<file path="src/rtl/tdr_pkg.sv">
`default_nettype none

package tdr_pkg;

    typedef enum logic [1:0] {
        OP_SET_CHECKED = 2'd0,
        OP_SET_NORM    = 2'd1,
        OP_SHIFT       = 2'd2,
        OP_DIFF        = 2'd3
    } t_opcode;

    localparam int SECONDS_PER_DAY    = 86400;
    localparam int SECONDS_PER_HOUR   = 3600;
    localparam int SECONDS_PER_MINUTE = 60;
    localparam int MAX_HOUR           = 23;
    localparam int MAX_MINUTE         = 59;
    localparam int MAX_SECOND         = 59;
    localparam int HOURS_PER_DAY      = 24;

    localparam int HOUR_W    = 5;
    localparam int MINUTE_W  = 6;
    localparam int SECOND_W  = 6;
    localparam int FIELD_W   = 16;
    localparam int OFFSET_W  = 32;
    localparam int DIFF_W    = 32;
    localparam int TOD_W     = 17;
    localparam int OPERAND_W = 28;
    localparam int VALUE_W   = 33;

    // 86400 = 128 * 675: keep the low 7 bits, reduce the rest by 675
    localparam int LOW_W     = 7;
    localparam int HI_W      = VALUE_W - LOW_W;
    localparam int DAY_ODD   = SECONDS_PER_DAY >> LOW_W;
    localparam int ODD_REM_W = 11;

    // smallest multiple of a day that lifts any signed 32-bit value above zero
    localparam logic [VALUE_W-1:0] DAY_BIAS = VALUE_W'(64'd86400 * 64'd24856);

    localparam int QUOT_SHIFT = 36;
    localparam int QUOT_RW    = 27;
    localparam int QUOT_W     = HI_W + QUOT_RW - QUOT_SHIFT;
    localparam logic [QUOT_RW-1:0] QUOT_RECIP =
        QUOT_RW'((64'd1 << QUOT_SHIFT) / 64'd675);

    localparam int HOUR_SHIFT = 24;
    localparam int HOUR_RW    = 13;
    localparam int HOUR_PW    = HOUR_SHIFT + HOUR_W;
    localparam logic [HOUR_RW-1:0] HOUR_RECIP =
        HOUR_RW'((64'd1 << HOUR_SHIFT) / 64'd3600);

    localparam int HREM_W    = 12;
    localparam int MIN_SHIFT = 18;
    localparam int MIN_RW    = 13;
    localparam int MIN_PW    = MIN_SHIFT + MINUTE_W;
    localparam logic [MIN_RW-1:0] MIN_RECIP =
        MIN_RW'((64'd1 << MIN_SHIFT) / 64'd60);
    localparam int MREM_W = 7;

    localparam logic signed [OPERAND_W-1:0] OPND_HOUR   = OPERAND_W'(SECONDS_PER_HOUR);
    localparam logic signed [OPERAND_W-1:0] OPND_MINUTE = OPERAND_W'(SECONDS_PER_MINUTE);

    localparam logic signed [FIELD_W-1:0] FIELD_MIN   = '0;
    localparam logic signed [FIELD_W-1:0] FIELD_HOUR  = FIELD_W'(MAX_HOUR);
    localparam logic signed [FIELD_W-1:0] FIELD_MINUTE = FIELD_W'(MAX_MINUTE);
    localparam logic signed [FIELD_W-1:0] FIELD_SECOND = FIELD_W'(MAX_SECOND);

    typedef struct packed {
        t_opcode                      op;
        logic                         set_ok;
        logic [HOUR_W-1:0]            set_h;
        logic [MINUTE_W-1:0]          set_m;
        logic [SECOND_W-1:0]          set_s;
        logic signed [OPERAND_W-1:0]  operand;
    } t_side;

endpackage

`default_nettype wire

</file>
<file path="src/rtl/tdr_fold.sv">
`default_nettype none

module tdr_fold
    import tdr_pkg::*;
(
    input  logic                 i_clk,
    input  logic                 i_rst_n,
    input  logic                 i_valid,
    input  logic [VALUE_W-1:0]   i_value,
    input  t_side                i_side,
    output logic                 o_stall,
    output logic                 o_valid,
    output logic [HOUR_W-1:0]    o_hours,
    output logic [MINUTE_W-1:0]  o_minutes,
    output logic [SECOND_W-1:0]  o_seconds,
    output t_side                o_side,
    input  logic                 i_stall
);

    logic r_vd, r_ve, r_vf, r_vg, r_vh, r_vi;
    logic w_adv_d, w_adv_e, w_adv_f, w_adv_g, w_adv_h, w_adv_i;

    logic [HI_W+QUOT_RW-1:0] n_d_prod;
    logic [HI_W-1:0]         r_d_hi;
    logic [LOW_W-1:0]        r_d_lo;
    logic [QUOT_W-1:0]       r_d_quot;
    t_side                   r_d_side;

    logic [HI_W-1:0]         n_e_prod;
    logic [HI_W-1:0]         n_e_sub;
    logic [ODD_REM_W-1:0]    n_e_rem;
    logic [ODD_REM_W-1:0]    n_e_fold;
    logic [TOD_W-1:0]        r_e_tod;
    t_side                   r_e_side;

    logic [HOUR_PW-1:0]      n_f_prod;
    logic [TOD_W-1:0]        r_f_tod;
    logic [HOUR_W-1:0]       r_f_hq;
    t_side                   r_f_side;

    logic [TOD_W-1:0]        n_g_sub;
    logic [HREM_W:0]         n_g_rem;
    logic [HOUR_W-1:0]       n_g_hours;
    logic [HREM_W-1:0]       n_g_hrem;
    logic [HOUR_W-1:0]       r_g_hours;
    logic [HREM_W-1:0]       r_g_hrem;
    t_side                   r_g_side;

    logic [MIN_PW-1:0]       n_h_prod;
    logic [HOUR_W-1:0]       r_h_hours;
    logic [HREM_W-1:0]       r_h_hrem;
    logic [MINUTE_W-1:0]     r_h_mq;
    t_side                   r_h_side;

    logic [HREM_W-1:0]       n_i_sub;
    logic [MREM_W-1:0]       n_i_rem;
    logic [MINUTE_W-1:0]     n_i_minutes;
    logic [SECOND_W-1:0]     n_i_seconds;
    logic [HOUR_W-1:0]       r_i_hours;
    logic [MINUTE_W-1:0]     r_i_minutes;
    logic [SECOND_W-1:0]     r_i_seconds;
    t_side                   r_i_side;

    assign w_adv_i = !r_vi || !i_stall;
    assign w_adv_h = !r_vh || w_adv_i;
    assign w_adv_g = !r_vg || w_adv_h;
    assign w_adv_f = !r_vf || w_adv_g;
    assign w_adv_e = !r_ve || w_adv_f;
    assign w_adv_d = !r_vd || w_adv_e;
    assign o_stall = !w_adv_d;

    always_ff @(posedge i_clk) begin
        if (!i_rst_n) begin
            r_vd <= 1'b0;
            r_ve <= 1'b0;
            r_vf <= 1'b0;
            r_vg <= 1'b0;
            r_vh <= 1'b0;
            r_vi <= 1'b0;
        end else begin
            if (w_adv_d) r_vd <= i_valid;
            if (w_adv_e) r_ve <= r_vd;
            if (w_adv_f) r_vf <= r_ve;
            if (w_adv_g) r_vg <= r_vf;
            if (w_adv_h) r_vh <= r_vg;
            if (w_adv_i) r_vi <= r_vh;
        end
    end

    // estimate the quotient by 675, low by at most one
    assign n_d_prod = {{QUOT_RW{1'b0}}, i_value[VALUE_W-1:LOW_W]}
                    * {{HI_W{1'b0}}, QUOT_RECIP};

    assign n_e_prod = HI_W'(r_d_quot) * HI_W'(DAY_ODD);
    assign n_e_sub  = r_d_hi - n_e_prod;
    assign n_e_rem  = n_e_sub[ODD_REM_W-1:0];
    assign n_e_fold = (n_e_rem >= ODD_REM_W'(DAY_ODD)) ? n_e_rem - ODD_REM_W'(DAY_ODD)
                                                       : n_e_rem;

    assign n_f_prod = HOUR_PW'(r_e_tod) * HOUR_PW'(HOUR_RECIP);

    assign n_g_sub = r_f_tod - TOD_W'(r_f_hq) * TOD_W'(SECONDS_PER_HOUR);
    assign n_g_rem = n_g_sub[HREM_W:0];

    always_comb begin
        if (n_g_rem >= (HREM_W+1)'(SECONDS_PER_HOUR)) begin
            n_g_hours = r_f_hq + HOUR_W'(1);
            n_g_hrem  = HREM_W'(n_g_rem - (HREM_W+1)'(SECONDS_PER_HOUR));
        end else begin
            n_g_hours = r_f_hq;
            n_g_hrem  = n_g_rem[HREM_W-1:0];
        end
    end

    assign n_h_prod = MIN_PW'(r_g_hrem) * MIN_PW'(MIN_RECIP);

    assign n_i_sub = r_h_hrem - HREM_W'(r_h_mq) * HREM_W'(SECONDS_PER_MINUTE);
    assign n_i_rem = n_i_sub[MREM_W-1:0];

    always_comb begin
        if (n_i_rem >= MREM_W'(SECONDS_PER_MINUTE)) begin
            n_i_minutes = r_h_mq + MINUTE_W'(1);
            n_i_seconds = SECOND_W'(n_i_rem - MREM_W'(SECONDS_PER_MINUTE));
        end else begin
            n_i_minutes = r_h_mq;
            n_i_seconds = n_i_rem[SECOND_W-1:0];
        end
    end

    always_ff @(posedge i_clk) begin
        if (w_adv_d) begin
            r_d_hi   <= i_value[VALUE_W-1:LOW_W];
            r_d_lo   <= i_value[LOW_W-1:0];
            r_d_quot <= n_d_prod[HI_W+QUOT_RW-1:QUOT_SHIFT];
            r_d_side <= i_side;
        end
        if (w_adv_e) begin
            r_e_tod  <= {n_e_fold[ODD_REM_W-2:0], r_d_lo};
            r_e_side <= r_d_side;
        end
        if (w_adv_f) begin
            r_f_tod  <= r_e_tod;
            r_f_hq   <= n_f_prod[HOUR_PW-1:HOUR_SHIFT];
            r_f_side <= r_e_side;
        end
        if (w_adv_g) begin
            r_g_hours <= n_g_hours;
            r_g_hrem  <= n_g_hrem;
            r_g_side  <= r_f_side;
        end
        if (w_adv_h) begin
            r_h_hours <= r_g_hours;
            r_h_hrem  <= r_g_hrem;
            r_h_mq    <= n_h_prod[MIN_PW-1:MIN_SHIFT];
            r_h_side  <= r_g_side;
        end
        if (w_adv_i) begin
            r_i_hours   <= r_h_hours;
            r_i_minutes <= n_i_minutes;
            r_i_seconds <= n_i_seconds;
            r_i_side    <= r_h_side;
        end
    end

    assign o_valid   = r_vi;
    assign o_hours   = r_i_hours;
    assign o_minutes = r_i_minutes;
    assign o_seconds = r_i_seconds;
    assign o_side    = r_i_side;

endmodule

`default_nettype wire

</file>
<file path="src/rtl/time_of_day_register_core.sv">
`default_nettype none

// Time-of-day register holding hours, minutes and seconds. Commands are a
// checked set (out-of-range fields flag o_invalid and leave the time alone),
// a normalized set, a shift by a signed number of seconds modulo one day, and
// a difference against the stored second of day. Every accepted transaction
// returns exactly one result carrying the time after the command. A new
// transaction is taken every cycle while o_stall is low; its result passes
// through a pipeline of ten register stages (input, operand build, bias,
// two for the modulo by 675, two for hours, two for minutes, store). The
// only loop through the stored time is the last stage, a mixed-radix add
// that feeds the stored time registers directly, so the rate stays at one
// transaction per cycle. Bubbles collapse, so input is still taken while a
// finished result waits on a stalled output, until every stage is full.
module time_of_day_register_core
    import tdr_pkg::*;
(
    input  logic                        i_clk,
    input  logic                        i_rst_n,
    input  logic                        i_valid,
    output logic                        o_stall,
    input  logic [1:0]                  i_opcode,
    input  logic signed [FIELD_W-1:0]   i_hours_in,
    input  logic signed [FIELD_W-1:0]   i_minutes_in,
    input  logic signed [FIELD_W-1:0]   i_seconds_in,
    input  logic signed [OFFSET_W-1:0]  i_offset,
    output logic                        o_valid,
    input  logic                        i_stall,
    output logic [HOUR_W-1:0]           o_hours_out,
    output logic [MINUTE_W-1:0]         o_minutes_out,
    output logic [SECOND_W-1:0]         o_seconds_out,
    output logic                        o_invalid,
    output logic signed [DIFF_W-1:0]    o_difference
);

    logic r_va, r_vb, r_vc;
    logic w_adv_a, w_adv_b, w_adv_c, w_adv_out;
    logic w_fold_stall;

    t_opcode                      r_a_op;
    logic signed [FIELD_W-1:0]    r_a_hours;
    logic signed [FIELD_W-1:0]    r_a_minutes;
    logic signed [FIELD_W-1:0]    r_a_seconds;
    logic signed [OFFSET_W-1:0]   r_a_offset;

    t_side                        n_b_side;
    t_side                        r_b_side;
    logic signed [OFFSET_W-1:0]   r_b_offset;

    logic signed [VALUE_W-1:0]    n_c_ext;
    logic [VALUE_W-1:0]           n_c_value;
    logic [VALUE_W-1:0]           r_c_value;
    t_side                        r_c_side;

    logic                         w_f_valid;
    logic [HOUR_W-1:0]            w_f_hours;
    logic [MINUTE_W-1:0]          w_f_minutes;
    logic [SECOND_W-1:0]          w_f_seconds;
    t_side                        w_f_side;
    logic                         w_load;

    logic [HOUR_W-1:0]            r_hour;
    logic [MINUTE_W-1:0]          r_minute;
    logic [SECOND_W-1:0]          r_second;
    logic                         r_out_valid;
    logic                         r_invalid;
    logic signed [DIFF_W-1:0]     r_difference;

    logic [HOUR_W-1:0]            n_hour;
    logic [MINUTE_W-1:0]          n_minute;
    logic [SECOND_W-1:0]          n_second;
    logic                         n_invalid;
    logic signed [DIFF_W-1:0]     n_difference;

    logic [MREM_W-1:0]            w_sec_sum;
    logic [MREM_W-1:0]            w_min_sum;
    logic [HOUR_W:0]              w_hour_sum;
    logic                         w_sec_carry;
    logic                         w_min_carry;
    logic [TOD_W-1:0]             w_stored;
    logic signed [OPERAND_W-1:0]  w_stored_s;

    assign w_adv_out = !r_out_valid || !i_stall;
    assign w_adv_c   = !r_vc || !w_fold_stall;
    assign w_adv_b   = !r_vb || w_adv_c;
    assign w_adv_a   = !r_va || w_adv_b;
    assign o_stall   = !w_adv_a;
    assign w_load    = w_f_valid && w_adv_out;

    always_ff @(posedge i_clk) begin
        if (!i_rst_n) begin
            r_va <= 1'b0;
            r_vb <= 1'b0;
            r_vc <= 1'b0;
        end else begin
            if (w_adv_a) r_va <= i_valid;
            if (w_adv_b) r_vb <= r_va;
            if (w_adv_c) r_vc <= r_vb;
        end
    end

    always_comb begin
        n_b_side.op      = r_a_op;
        n_b_side.set_ok  = (r_a_hours   inside {[FIELD_MIN : FIELD_HOUR]})
                        && (r_a_minutes inside {[FIELD_MIN : FIELD_MINUTE]})
                        && (r_a_seconds inside {[FIELD_MIN : FIELD_SECOND]});
        n_b_side.set_h   = r_a_hours[HOUR_W-1:0];
        n_b_side.set_m   = r_a_minutes[MINUTE_W-1:0];
        n_b_side.set_s   = r_a_seconds[SECOND_W-1:0];
        n_b_side.operand = OPERAND_W'(r_a_hours) * OPND_HOUR
                         + OPERAND_W'(r_a_minutes) * OPND_MINUTE
                         + OPERAND_W'(r_a_seconds);
    end

    assign n_c_ext   = (r_b_side.op == OP_SET_NORM) ? VALUE_W'(r_b_side.operand)
                                                    : VALUE_W'(r_b_offset);
    assign n_c_value = n_c_ext + DAY_BIAS;

    always_ff @(posedge i_clk) begin
        if (w_adv_a && i_valid) begin
            r_a_op      <= t_opcode'(i_opcode);
            r_a_hours   <= i_hours_in;
            r_a_minutes <= i_minutes_in;
            r_a_seconds <= i_seconds_in;
            r_a_offset  <= i_offset;
        end
        if (w_adv_b) begin
            r_b_side   <= n_b_side;
            r_b_offset <= r_a_offset;
        end
        if (w_adv_c) begin
            r_c_value <= n_c_value;
            r_c_side  <= r_b_side;
        end
    end

    tdr_fold u_fold (
        .i_clk     (i_clk),
        .i_rst_n   (i_rst_n),
        .i_valid   (r_vc),
        .i_value   (r_c_value),
        .i_side    (r_c_side),
        .o_stall   (w_fold_stall),
        .o_valid   (w_f_valid),
        .o_hours   (w_f_hours),
        .o_minutes (w_f_minutes),
        .o_seconds (w_f_seconds),
        .o_side    (w_f_side),
        .i_stall   (!w_adv_out)
    );

    // shift: add the reduced offset digit by digit with carries
    assign w_sec_sum   = MREM_W'(r_second) + MREM_W'(w_f_seconds);
    assign w_sec_carry = w_sec_sum >= MREM_W'(SECONDS_PER_MINUTE);
    assign w_min_sum   = MREM_W'(r_minute) + MREM_W'(w_f_minutes) + MREM_W'(w_sec_carry);
    assign w_min_carry = w_min_sum >= MREM_W'(SECONDS_PER_MINUTE);
    assign w_hour_sum  = (HOUR_W+1)'(r_hour) + (HOUR_W+1)'(w_f_hours)
                       + (HOUR_W+1)'(w_min_carry);

    assign w_stored   = TOD_W'(r_hour) * TOD_W'(SECONDS_PER_HOUR)
                      + TOD_W'(r_minute) * TOD_W'(SECONDS_PER_MINUTE)
                      + TOD_W'(r_second);
    assign w_stored_s = OPERAND_W'(signed'({1'b0, w_stored}));

    always_comb begin
        n_hour       = r_hour;
        n_minute     = r_minute;
        n_second     = r_second;
        n_invalid    = 1'b0;
        n_difference = '0;
        case (w_f_side.op)
            OP_SET_CHECKED: begin
                if (w_f_side.set_ok) begin
                    n_hour   = w_f_side.set_h;
                    n_minute = w_f_side.set_m;
                    n_second = w_f_side.set_s;
                end else begin
                    n_invalid = 1'b1;
                end
            end
            OP_SET_NORM: begin
                n_hour   = w_f_hours;
                n_minute = w_f_minutes;
                n_second = w_f_seconds;
            end
            OP_SHIFT: begin
                n_second = w_sec_carry
                         ? SECOND_W'(w_sec_sum - MREM_W'(SECONDS_PER_MINUTE))
                         : SECOND_W'(w_sec_sum);
                n_minute = w_min_carry
                         ? MINUTE_W'(w_min_sum - MREM_W'(SECONDS_PER_MINUTE))
                         : MINUTE_W'(w_min_sum);
                n_hour   = (w_hour_sum >= (HOUR_W+1)'(HOURS_PER_DAY))
                         ? HOUR_W'(w_hour_sum - (HOUR_W+1)'(HOURS_PER_DAY))
                         : HOUR_W'(w_hour_sum);
            end
            OP_DIFF: begin
                n_difference = DIFF_W'(w_stored_s - w_f_side.operand);
            end
            default: begin
                n_invalid = 1'b0;
            end
        endcase
    end

    always_ff @(posedge i_clk) begin
        if (!i_rst_n) begin
            r_hour      <= '0;
            r_minute    <= '0;
            r_second    <= '0;
            r_out_valid <= 1'b0;
        end else begin
            if (w_adv_out) r_out_valid <= w_f_valid;
            if (w_load) begin
                r_hour   <= n_hour;
                r_minute <= n_minute;
                r_second <= n_second;
            end
        end
    end

    always_ff @(posedge i_clk) begin
        if (w_load) begin
            r_invalid    <= n_invalid;
            r_difference <= n_difference;
        end
    end

    assign o_valid       = r_out_valid;
    assign o_hours_out   = r_hour;
    assign o_minutes_out = r_minute;
    assign o_seconds_out = r_second;
    assign o_invalid     = r_invalid;
    assign o_difference  = r_difference;

`ifndef SYNTH
    a_fold_range: assert property (@(posedge i_clk) disable iff (!i_rst_n)
        w_f_valid |-> (w_f_hours <= HOUR_W'(MAX_HOUR)
                    && w_f_minutes <= MINUTE_W'(MAX_MINUTE)
                    && w_f_seconds <= SECOND_W'(MAX_SECOND)))
        else $error("reduced time of day out of range");

    a_hold_time: assert property (@(posedge i_clk) disable iff (!i_rst_n)
        !w_load |=> $stable({r_hour, r_minute, r_second}))
        else $error("stored time changed without a transaction");

    a_reject_keeps: assert property (@(posedge i_clk) disable iff (!i_rst_n)
        (w_load && w_f_side.op == OP_SET_CHECKED && !w_f_side.set_ok)
        |=> ($stable({r_hour, r_minute, r_second}) && o_invalid && o_valid))
        else $error("rejected set altered the time or lost its flag");
`endif

endmodule

`default_nettype wire
</file>
<file path="config.mk">
export PLATFORM = sky130hd
export DESIGN_NAME = time_of_day_register_core
export DESIGN_NICKNAME = d
export VERILOG_FILES = /design/src/rtl/tdr_pkg.sv /design/src/rtl/tdr_fold.sv /design/src/rtl/time_of_day_register_core.sv
export SDC_FILE = /design/constraint.sdc
export NUM_CORES = 2
export LEC_CHECK = 0
export ABC_AREA = 1
export BUFFER_PORTS_ARGS = -buffer_cell sky130_fd_sc_hd__buf_2
export CAP_MARGIN = 15
export CORE_MARGIN = 5
export CORE_UTILIZATION = 33
export DETAILED_ROUTE_END_ITERATION = 16
export SLEW_MARGIN = 25
export SYNTH_ARGS = -nofsm -noshare
export SYNTH_HDL_FRONTEND = slang
export SYNTH_SLANG_ARGS = --single-unit
</file>
<file path="constraint.sdc">
create_clock -name i_clk -period 16.3 [get_ports i_clk]
set_clock_uncertainty 0.15 [all_clocks]
set_input_delay 4.89 -clock i_clk [delete_from_list [all_inputs] [get_ports i_clk]]
set_output_delay 4.89 -clock i_clk [all_outputs]
set_load 0.05 [all_outputs]
</file>
==> flow_summary.json <==
{
  "outcome": "finished clean",
  "ys_seq_area_share_pct": 42.1,
  "dieArea_mm2": 0.154,
  "critPathCaptureType": "output pin",
  "fmax_ghz": 0.0749,
  "path_cells": "buf_2 > nand2_1 > nor2_1 > inv_2 > buf_4 > nor2_2 > nand2_2 > buf_4 > nor2_4 > nand2_2 > nor2_2 > nand2_8 > nor2_1 > nand2_1 > inv_1 > buf_2",
  "die_w_um": 393,
  "grt.total_usage_pct": 13.5,
  "max_slew.worst_pin.slew_ns": 0.996,
  "port_buffers": 137,
  "cpPeakStageDelay_ns": 0.44,
  "crit_slowest_cell": "nand2_8",
  "post_drt_wl_per_cell_um": 15.6,
  "tns_ns": 0,
  "yosysTopAreaCell": "edfxtp_1",
  "die_height_um": 393,
  "synth_fp_nets": 5499,
  "relSlewSlack_pct": 33.6,
  "synth_common_cells": "inv_1 (855), ha_1 (697), edfxtp_1 (661)",
  "synth_cells": 4393,
  "finalHoldWorstSlack_ns": 0.255,
  "ctsHoldBuffers": 0,
  "via_count": 29971,
  "routed_wl_mm": 102,
  "path_delay_family": "simple AND/OR/NAND/NOR gates",
  "critical_path_class": "input port to output pin",
  "nNetsFinal": 5700,
  "cts-htree-levels": 3,
  "pre_cts_ws_ns": 2.70,
  "clk_pin_slew_worst_paths_ns": 0.06,
  "cts-root-buf": "clkbuf_16",
  "final_hold_viol_count": 0,
  "fin_crit_sh_pct": 81.9,
  "post-dp-hpwl_mm": 82.8,
  "critPathRequiredTime_ns": 11.26,
  "grt_max_degree": 83,
  "synth-seq-cells": 688,
  "start_util_pct": 33.2,
  "cts-buffers-inserted": 73,
  "grt_pass1_vias": 30932,
  "synth_top_area_share_pct": 41.0,
  "ios": 138,
  "drive_gt1_share_pct": 7.51,
  "synthFlopType": "edfxtp_1",
  "cts_tree": "built",
  "cp.arrival_ns": 8.30,
  "dr.pass1.iters": 5,
  "rows": 140,
  "ys_types": 62,
  "clock_latency_ns": 0.62,
  "async_flop_share_pct": 0,
  "post_cts_resized": 0,
  "drc": 0,
  "overflow": 0,
  "min_period_ns": 13.34,
  "ff2ff_setup_slack_ns": 9.66,
  "syn_area_mm2": 0.0484,
  "grt_pass1_wl_mm": 165,
  "synth_most_common_cell": "inv_1",
  "synth_area_per_cell_um2": 11.0,
  "cp_max_fo": 81,
  "max_cap_viol_count": 0,
  "gp_congestion": 0.881,
  "syn2layout_area_growth_pct": 11.3,
  "rsz0062_at_grt": "no",
  "viasPerCell": 4.56,
  "clkSinkCount": 688,
  "drtIter0Drc": 1422,
  "cts_setup_buffers": 0,
  "core_mm2": 0.146,
  "cp-start-kind": "input port",
  "final-max-slew-violation-count": 0,
  "clockBufferDepth": 3,
  "ant_nets": 0,
  "worstHoldPathType": "flip-flop to flip-flop",
  "finalSetupViolations": 0,
  "path_buf_inv": 6,
  "place_inst": 6436,
  "antenna_found_initial": 2,
  "fin_ws_ns": 2.96,
  "synth-edff-count": 661,
  "synth_area_leaders": "edfxtp_1 (41%), ha_1 (18%), fa_1 (13%)",
  "yosys_warnings": 0,
  "instances_no_fill": 6568
}
[cell type report]
type,count,area (µm²)
Inverter,865,3250
Multi-Input combinational cell,2815,24600
Antenna cell,1,2.50
Sequential cell,688,20400
Clock buffer,92,1960
Clock inverter,39,450
Tap cell,1917,2400
Timing Repair Buffer,151,795
Fill cell,14325,91900
[path summary, 6_finish.rpt]
path,start,end,cells after the start
worst max-delay path,i_stall,o_stall,16
worst min-delay path,u_fold.r_f_side[39]$_DFFE_PP_,u_fold.r_g_side[39]$_DFFE_PP_,0
worst max register to register,o_minutes_out[1]$_SDFFE_PN0P_,o_difference[27]$_SDFFCE_PP0P_,32
worst min register to register,u_fold.r_f_side[39]$_DFFE_PP_,u_fold.r_g_side[39]$_DFFE_PP_,0
[logic make-up (layout without fill, tap and decap cells)]
logic type | count (synthesis) | after routing | share of synthesized area, %
muxes | 1 | 1 | 0.0207
adders and majority gates | 1020 | 1020 | 31.4
buffers and inverters | 890 | 1147 | 7.03
xor gates and xnor gates | 196 | 196 | 3.76
AOI/OAI and AO/OA | 521 | 521 | 6.00
and+or+nand+nor | 1077 | 1077 | 9.70
DFF | 688 | 688 | 42.1
other | 0 | 1 | 0
[flip-flops by register name, summed over array words and instances, names as in the netlist, 17 cells and up]
register and cells:
r_c_value 33, r_b_side 46, o_difference 29, u_fold.r_f_side 46, u_fold.r_e_tod 17, r_a_offset 32
r_c_side 46, u_fold.r_h_side 46, u_fold.r_g_side 46, u_fold.r_d_side 46, r_b_offset 32, u_fold.r_e_side 46
u_fold.o_side 46
[routing by layer]
metal  vias to the layer above  GRT usage, %  part of all wire (%)
li1                      15027             -                     -
met1                     14367          18.0                    46
met2                       428          22.7                    47
met3                       149          2.28                   4.0
met4                         0          3.96                   2.9
met5                         -             0                     0
[stage by stage]
stage / area, µm² / utilization [%]
floorplan: 48400 / -
global placement: 51400 / 35.3
detailed placement: 51400 / 35.3
CTS: 53900 / 37.0
global route: 53900 / 37.0
finish: 53900 / 37.0
[cell usage in the layout, fill, tap and decap left out, drive strengths merged, types with 2 or more instances in the layout]
| cell type | n |
|---|---|
| clkinv | 28 |
| nand4 | 50 |
| o211ai | 11 |
| o221ai | 2 |
| o311ai | 2 |
| fa | 323 |
| a31oi | 8 |
| nand3b | 11 |
| o21a | 19 |
| o21ai | 166 |
| bufinv | 7 |
| xor2 | 135 |
| o31ai | 8 |
| ha | 697 |
| nor3b | 3 |
| nand2 | 612 |
| o2111ai | 3 |
| dfxtp | 27 |
| nor4 | 11 |
| buf | 151 |
| a21boi | 4 |
| xnor2 | 61 |
| a21oi | 267 |
| edfxtp | 661 |
| nor3 | 37 |
| inv | 869 |
| nor2 | 215 |
| and3 | 2 |
| o21bai | 8 |
| a211oi | 5 |
| clkbuf | 92 |
| or2 | 11 |
| nand3 | 122 |
| a21o | 14 |
Power is left out: the tool's default activity adds up to more than one toggle a clock period on the data nets, which glitch-free logic cannot reach.
